<file path="config.mk">
export PLATFORM = sky130hd
export DESIGN_NAME = form_field_decoder_unit
export DESIGN_NICKNAME = d
export VERILOG_FILES = /design/src/hdl/ffd_pkg.sv /design/src/hdl/form_field_decoder_unit.sv /design/src/hdl/ffd_step.sv /design/src/hdl/ffd_result_queue.sv
export SDC_FILE = /design/constraint.sdc
export NUM_CORES = 1
export LEC_CHECK = 0
export ABC_AREA = 0
export BUFFER_PORTS_ARGS = -buffer_cell sky130_fd_sc_hd__buf_2
export CORE_MARGIN = 3
export CORE_UTILIZATION = 31
export DETAILED_ROUTE_END_ITERATION = 8
export PLACE_DENSITY_LB_ADDON = 0.05
export SETUP_SLACK_MARGIN = 0.3
export SLEW_MARGIN = 5
export SYNTH_ARGS = -nofsm -noshare
export SYNTH_HDL_FRONTEND = slang
export SYNTH_SLANG_ARGS = --single-unit
</file>
<file path="constraint.sdc">
create_clock -name clk -period 4.3 [get_ports clk]
set_clock_uncertainty 0.2 [all_clocks]
set_input_delay 0.215 -clock clk [delete_from_list [all_inputs] [get_ports clk]]
set_output_delay 0.215 -clock clk [all_outputs]
set_load 0.01 [all_outputs]
</file>
<file path="src/hdl/ffd_pkg.sv">
// ----------------------------------------------------------------------------
// ffd_pkg
// Shared types, codes and helpers for the form field decoder.
// ----------------------------------------------------------------------------
package ffd_pkg;

    localparam int unsigned MaxResults = 3;

    localparam logic [7:0] CHAR_EQ   = 8'h3D;
    localparam logic [7:0] CHAR_AMP  = 8'h26;
    localparam logic [7:0] CHAR_PLUS = 8'h2B;
    localparam logic [7:0] CHAR_PCT  = 8'h25;
    localparam logic [7:0] CHAR_9    = 8'h39;
    localparam logic [7:0] CHAR_UZ   = 8'h5A;
    localparam logic [7:0] CHAR_0    = 8'h30;
    localparam logic [7:0] CHAR_UA   = 8'h41;
    localparam logic [7:0] CHAR_LA   = 8'h61;
    localparam logic [7:0] CHAR_SP   = 8'h20;

    typedef enum logic [1:0] {
        PH_KEY    = 2'd0,
        PH_VALUE  = 2'd1,
        PH_ESC_HI = 2'd2,
        PH_ESC_LO = 2'd3
    } phase_t;

    typedef enum logic [2:0] {
        KIND_KEY     = 3'd0,
        KIND_VALUE   = 3'd1,
        KIND_FIELD   = 3'd2,
        KIND_DONE    = 3'd3,
        KIND_DROPPED = 3'd4
    } kind_t;

    typedef struct packed {
        kind_t      kind;
        logic [7:0] data;
        logic       last;
    } result_t;

    // unchecked hex digit map, modulo 256
    function automatic logic [7:0] hex_map(input logic [7:0] c);
        logic [7:0] r;
        if (c <= CHAR_9)
        begin
            r = c - CHAR_0;
        end
        else if (c <= CHAR_UZ)
        begin
            r = c - CHAR_UA + 8'd10;
        end
        else
        begin
            r = c - CHAR_LA + 8'd10;
        end
        return r;
    endfunction

endpackage

</file>
<file path="src/hdl/form_field_decoder_unit.sv">
// ----------------------------------------------------------------------------
// form_field_decoder_unit
// Streaming decoder for a form-urlencoded body into key and value words.
// ----------------------------------------------------------------------------
// Usage:
//   Slave stream: one body byte per word in s_tdata, s_tlast on the final
//   byte. Master stream: one result word per transfer; m_tuser is the kind
//   (key byte, value byte, field done, input done, input done key dropped),
//   m_tdata the raw or decoded byte (zero for marker kinds), m_tlast marks
//   the last result word caused by one body byte.
//   A taken byte is decoded and loaded once the result register is free,
//   and its first result word is offered from then on. With m_tready high
//   the input takes one byte per cycle while each byte yields at most one
//   word; a byte yielding more holds the input until its last word is taken.
//   The result register drains one word per cycle and reloads as it empties.
//   Reset: decoder returns to the key phase, both stages empty.
//   Stall: with m_tready low the result register holds, the input register
//   fills and then s_tready drops.
// ----------------------------------------------------------------------------
module form_field_decoder_unit
    import ffd_pkg::*;
(
    input  logic        clk,
    input  logic        rst_n,
    input  logic        s_tvalid,
    output logic        s_tready,
    input  logic [7:0]  s_tdata,   // [7:0] in_byte
    input  logic        s_tlast,
    output logic        m_tvalid,
    input  logic        m_tready,
    output logic [7:0]  m_tdata,   // [7:0] out_byte
    output logic [2:0]  m_tuser,   // [2:0] out_kind
    output logic        m_tlast
);

    logic          in_valid_reg;
    logic [7:0]    in_byte_reg;
    logic          in_last_reg;
    logic          advance;
    logic          free;
    result_t [2:0] res;
    logic [1:0]    res_count;
    result_t       head;

    assign advance  = in_valid_reg && free;
    assign s_tready = !in_valid_reg || advance;

    always_ff @(posedge clk or negedge rst_n)
    begin
        if (!rst_n)
        begin
            in_valid_reg <= 1'b0;
        end
        else if (s_tvalid && s_tready)
        begin
            in_valid_reg <= 1'b1;
        end
        else if (advance)
        begin
            in_valid_reg <= 1'b0;
        end
    end

    always_ff @(posedge clk)
    begin
        if (s_tvalid && s_tready)
        begin
            in_byte_reg <= s_tdata;
            in_last_reg <= s_tlast;
        end
    end

    ffd_step u_step (
        .clk       (clk),
        .rst_n     (rst_n),
        .advance   (advance),
        .in_byte   (in_byte_reg),
        .in_last   (in_last_reg),
        .res       (res),
        .res_count (res_count)
    );

    ffd_result_queue u_queue (
        .clk        (clk),
        .rst_n      (rst_n),
        .load       (advance),
        .load_res   (res),
        .load_count (res_count),
        .free       (free),
        .m_tvalid   (m_tvalid),
        .m_tready   (m_tready),
        .head       (head)
    );

    assign m_tdata = head.data;
    assign m_tuser = head.kind;
    assign m_tlast = head.last;

endmodule

</file>
<file path="src/hdl/ffd_step.sv">
// ----------------------------------------------------------------------------
// ffd_step
// Phase state and combinational decode of one body byte into up to three
// result words.
// ----------------------------------------------------------------------------
module ffd_step
    import ffd_pkg::*;
(
    input  logic              clk,
    input  logic              rst_n,
    input  logic              advance,
    input  logic [7:0]        in_byte,
    input  logic              in_last,
    output result_t [2:0]     res,
    output logic [1:0]        res_count
);

    phase_t     phase_reg, phase_next;
    logic [3:0] nibble_reg, nibble_next;

    always_comb
    begin
        phase_t     ph_mid;
        logic       has0;
        result_t    r0;
        result_t    t0;
        result_t    t1;
        logic [1:0] n;
        logic [7:0] hx;

        hx          = hex_map(in_byte);
        ph_mid      = phase_reg;
        nibble_next = nibble_reg;
        has0        = 1'b0;
        r0          = '{kind: KIND_KEY, data: 8'h00, last: 1'b0};

        unique case (phase_reg)
            PH_KEY:
            begin
                if (in_byte == CHAR_EQ)
                begin
                    ph_mid = PH_VALUE;
                end
                else
                begin
                    has0    = 1'b1;
                    r0.kind = KIND_KEY;
                    r0.data = in_byte;
                end
            end
            PH_VALUE:
            begin
                if (in_byte == CHAR_AMP)
                begin
                    has0    = 1'b1;
                    r0.kind = KIND_FIELD;
                    ph_mid  = PH_KEY;
                end
                else if (in_byte == CHAR_PLUS)
                begin
                    has0    = 1'b1;
                    r0.kind = KIND_VALUE;
                    r0.data = CHAR_SP;
                end
                else if (in_byte == CHAR_PCT)
                begin
                    ph_mid = PH_ESC_HI;
                end
                else
                begin
                    has0    = 1'b1;
                    r0.kind = KIND_VALUE;
                    r0.data = in_byte;
                end
            end
            PH_ESC_HI:
            begin
                if (in_byte == CHAR_AMP)
                begin
                    has0    = 1'b1;
                    r0.kind = KIND_FIELD;
                    ph_mid  = PH_KEY;
                end
                else
                begin
                    nibble_next = hx[3:0];
                    ph_mid      = PH_ESC_LO;
                end
            end
            PH_ESC_LO:
            begin
                if (in_byte == CHAR_AMP)
                begin
                    has0    = 1'b1;
                    r0.kind = KIND_FIELD;
                    ph_mid  = PH_KEY;
                end
                else
                begin
                    has0    = 1'b1;
                    r0.kind = KIND_VALUE;
                    r0.data = {nibble_reg, 4'h0} | hx;
                    ph_mid  = PH_VALUE;
                end
            end
        endcase

        // end-of-body tail
        t0 = '{kind: KIND_DROPPED, data: 8'h00, last: 1'b1};
        t1 = '{kind: KIND_DONE,    data: 8'h00, last: 1'b1};
        n  = {1'b0, has0};
        phase_next = ph_mid;
        res = '0;

        if (in_last)
        begin
            phase_next  = PH_KEY;
            nibble_next = 4'h0;
            if (ph_mid == PH_KEY)
            begin
                t0 = '{kind: KIND_DROPPED, data: 8'h00, last: 1'b1};
                if (has0)
                begin
                    res[0] = r0;
                    res[1] = t0;
                    n      = 2'd2;
                end
                else
                begin
                    res[0] = t0;
                    n      = 2'd1;
                end
            end
            else
            begin
                t0 = '{kind: KIND_FIELD, data: 8'h00, last: 1'b0};
                if (has0)
                begin
                    res[0] = r0;
                    res[1] = t0;
                    res[2] = t1;
                    n      = 2'd3;
                end
                else
                begin
                    res[0] = t0;
                    res[1] = t1;
                    n      = 2'd2;
                end
            end
        end
        else if (has0)
        begin
            r0.last = 1'b1;
            res[0]  = r0;
        end
        res_count = n;
    end

    always_ff @(posedge clk or negedge rst_n)
    begin
        if (!rst_n)
        begin
            phase_reg  <= PH_KEY;
            nibble_reg <= 4'h0;
        end
        else if (advance)
        begin
            phase_reg  <= phase_next;
            nibble_reg <= nibble_next;
        end
    end

`ifndef SYNTHESIS
    a_last_resets_state: assert property (@(posedge clk) disable iff (!rst_n)
        advance && in_last |=> phase_reg == PH_KEY && nibble_reg == 4'h0)
        else $error("state not cleared after final byte");

    a_last_has_results: assert property (@(posedge clk) disable iff (!rst_n)
        advance && in_last |-> res_count != 2'd0)
        else $error("final byte gave no results");

    a_set_ends_last: assert property (@(posedge clk) disable iff (!rst_n)
        advance && res_count != 2'd0 |-> res[res_count - 2'd1].last)
        else $error("result set not terminated by last");
`endif

endmodule

</file>
<file path="src/hdl/ffd_result_queue.sv">
// ----------------------------------------------------------------------------
// ffd_result_queue
// Result register holding one step's set of up to three words, drained one
// word per cycle onto the master stream while m_tready is high.
// ----------------------------------------------------------------------------
module ffd_result_queue
    import ffd_pkg::*;
(
    input  logic              clk,
    input  logic              rst_n,
    input  logic              load,
    input  result_t [2:0]     load_res,
    input  logic [1:0]        load_count,
    output logic              free,
    output logic              m_tvalid,
    input  logic              m_tready,
    output result_t           head
);

    result_t [2:0] q_reg, q_next;
    logic [1:0]    count_reg, count_next;
    logic          pop;

    assign pop      = (count_reg != 2'd0) && m_tready;
    assign free     = (count_reg == 2'd0) || (count_reg == 2'd1 && m_tready);
    assign m_tvalid = (count_reg != 2'd0);
    assign head     = q_reg[0];

    always_comb
    begin
        q_next     = q_reg;
        count_next = count_reg;
        if (load)
        begin
            q_next     = load_res;
            count_next = load_count;
        end
        else if (pop)
        begin
            q_next[0]  = q_reg[1];
            q_next[1]  = q_reg[2];
            count_next = count_reg - 2'd1;
        end
    end

    always_ff @(posedge clk or negedge rst_n)
    begin
        if (!rst_n)
        begin
            count_reg <= 2'd0;
        end
        else
        begin
            count_reg <= count_next;
        end
    end

    always_ff @(posedge clk)
    begin
        q_reg <= q_next;
    end

`ifndef SYNTHESIS
    a_single_is_last: assert property (@(posedge clk) disable iff (!rst_n)
        count_reg == 2'd1 |-> q_reg[0].last)
        else $error("final pending word lacks last");

    a_multi_not_last: assert property (@(posedge clk) disable iff (!rst_n)
        count_reg >= 2'd2 |-> !q_reg[0].last)
        else $error("last set before end of result set");

    a_no_overwrite: assert property (@(posedge clk) disable iff (!rst_n)
        load |-> count_reg == 2'd0 || (count_reg == 2'd1 && pop))
        else $error("result set overwritten");
`endif

endmodule

</file>
==> impl_metrics.yaml <==
synthesis:
  syn_area_um2: 2300
  synthCells: 233
  yosys_warnings: 0
  yosysSeqAreaShare_pct: 43.7
  synth_nets: 257
  async_flop_share_pct: 25.7
  synth_xor_area_share_pct: 1.14
  synth_compound_area_share_pct: 21.7
  synth_top_family_by_area: "compound AO/OA/AOI/OAI gates"
  synthFlopType: "edfxtp_1"
  synth_fa_ha_area_share_pct: 5.98
  synth_edf_count: 26
  synth-seq-cells: 35
  syn_avg_cell_area_um2: 9.88
  yosys.cell_types.count: 59
  muxShareOfSynthArea_pct: 1.41
  yosys.area_share.simple_pct: 17.6
clocking:
  cts_resized: 0
  htreeDepth: 2
  cts_setup_buffers: 0
  numCtsBuffers: 5
  clock_latency_ps: 300
  root_buffer: "clkbuf_8"
  path_clk_slew_ps: 70
  ctsHoldBuffers: 11
  cts.path.max_buffers: 2
  cts.sinks: 35
  cts_tree: "done"
setup_path:
  critPathArrivalTime_ps: 2750
  r2r_slack_ps: 1510
  required_ps: 4250
  r2r_start: "in_byte_reg[0]"
  criticalPathCategory: "register to register"
  r2r_cells: 10
  worstSetupStartpointType: "register"
  worst_setup_path_end_kind: "register"
  rr_endpoint: "u_queue.count_reg[1]"
  path_max_fanout: 6
sta:
  fin_ws_ps: 1510
  min_period_over_period_pct: 65.0
  slew_headroom_pct: 55.1
  slew_violations: 0
  setup_violations: 0
  setup_tns_ps: 0
  rsz0062_at_grt: "false"
  worstMarginPinSlew_ps: 673
  finalHoldViolations: 0
  fin_crit_ps: 2790
  fmax_mhz: 358
global_routing:
  track_usage_pct: 13.9
  grt_pass1_vias: 1766
  antenna_found_initial: 0
  grt_overflow_total: 0
  grt_pass1_wl_mm: 9.36
  grt_max_degree: 21
die:
  ios: 27
  row_count: 30
  dieArea_um2: 8490
  fp.dieW_um: 92.2
  core-area_um2: 6980
  die_y_um: 92.2
  start_util_pct: 33.0
route:
  vias_per_cell: 5.07
  wirelength_mm: 5.51
  dr_total_vias: 1786
  drt_pass1_iterations: 4
  drc: 0
  post_drt_wl_per_cell_um: 15.6
  drt_iter0_markers: 117
  ant_nets: 0
flow_run:
  max_cap_viol_count: 0
power_and_ir_drop:
  swShare_pct: 37.2
  vdd_drop_max_v: 0.000179
  p_comb_share_pct: 35.9
  p_per_area_nw_per_um2: 579
  clkPwrFrac_pct: 23.6
  switchingPower_mw: 0.572
  leakage_nw: 1.03
  p_int_mw: 0.968
  p_seq_share_pct: 40.5
final_layout:
  final_util_pct: 38.1
  largest_reg_flops: 12
  nets: 279
  layout_common_cells: "edfxtp_1, buf_2, nand2_1"
  drive_gt1_share_pct: 19.5
  diodes: 0
  syn2layout_area_growth_pct: 15.6
hold_path:
  min_to: "in_valid_reg"
  hold_depth: 4
  min-delay-start: "m_tready"
  min_path_type: "input pin to register"
placed_design:
  dpl.hpwl_mm: 3.99
  post-place-ws_ps: 1510
  port_buffers: 26
  gp_congestion: 0.831
run_status:
  outcome: "complete, no violations"
-- Yosys cell counts, types with 5 or more instances --
library cell | number | share of area (%)
edfxtp_1 | 26 | 34
nand2_1 | 22 | 3.6
a21oi_1 | 18 | 3.9
inv_1 | 14 | 2.3
o21ai_0 | 12 | 2.6
buf_4 | 11 | 3.6
ha_1 | 11 | 6.0
nor2_1 | 11 | 1.8
nand3_1 | 10 | 2.2
dfrtp_1 | 9 | 9.8
a31oi_1 | 7 | 1.9
buf_2 | 5 | 1.1
clkbuf_1 | 5 | 0.82
nand3b_1 | 5 | 1.6
-- metal layers --
layer	wire length [um]	vias up	global-route usage [%]
li1	-	887	-
met1	2710	841	19.6
met2	2510	50	21.5
met3	191	8	2.71
met4	93	0	3.96
met5	0	-	0
-- critical path, cell delays in order, from the launching register on --
cell and delay (ps):
edfxtp_1 480, inv_1 150, ha_1 290, nor4bb_1 300, a31oi_1 60, or4_1 540, nand2_1 130, ha_1 180
inv_1 40, a31oi_1 200, a21oi_1 100
-- cell type report --
cell class | instances | area (um^2)
multi-input combinational | 161 | 1100
inverter | 15 | 56.3
clock buffer | 5 | 68.8
timing repair buffer | 37 | 240
sequential | 35 | 1010
fill | 719 | 4320
tap | 96 | 120
clock inverter | 3 | 67.6
-- how the worst max path moves through the flow --
stage / from / end / slack (ps)
2_1_floorplan: in_byte_reg[0] / u_queue.count_reg[0] / 1940
3_3_place_gp: in_byte_reg[0] / u_queue.count_reg[1] / 1480
3_5_place_dp: in_byte_reg[0] / u_queue.count_reg[1] / 1510
4_1_cts: in_byte_reg[0] / u_queue.count_reg[1] / 1500
5_1_grt: in_byte_reg[0] / u_queue.count_reg[1] / 1320
6_report: in_byte_reg[0] / u_queue.count_reg[1] / 1510
-- cells by family after synthesis --
logic type,count (synthesis)
mux,3
xor+xnor,3
fa+ha+maj,11
simple gates,73
flops,35
compound gates,71
buf+inv,37
-- power by group through the flow --
stage               clock network, mW  registers [mW]  logic, mW
CTS                             0.373           0.625      0.565
detailed placement                  0           0.632      0.552
floorplan                           0           0.582      0.475
finish                          0.363           0.624      0.553
global route                    0.388           0.645      0.631
global placement                    0           0.633      0.557
-- through the flow --
stage | cell area [um^2] | power [mW] | hold slack [ps] | cells
final | 2660 | 1.54 | 67.2 | 352
after global routing | 2660 | 1.66 | 98.0 | 352
after global placement | 2410 | 1.19 | -117 | 333
after CTS | 2660 | 1.56 | 77.5 | 352
after floorplan | 2300 | 1.06 | -281 | 233
after detailed placement | 2410 | 1.18 | -120 | 333
Note: power is estimated with default switching activity, not from simulation.
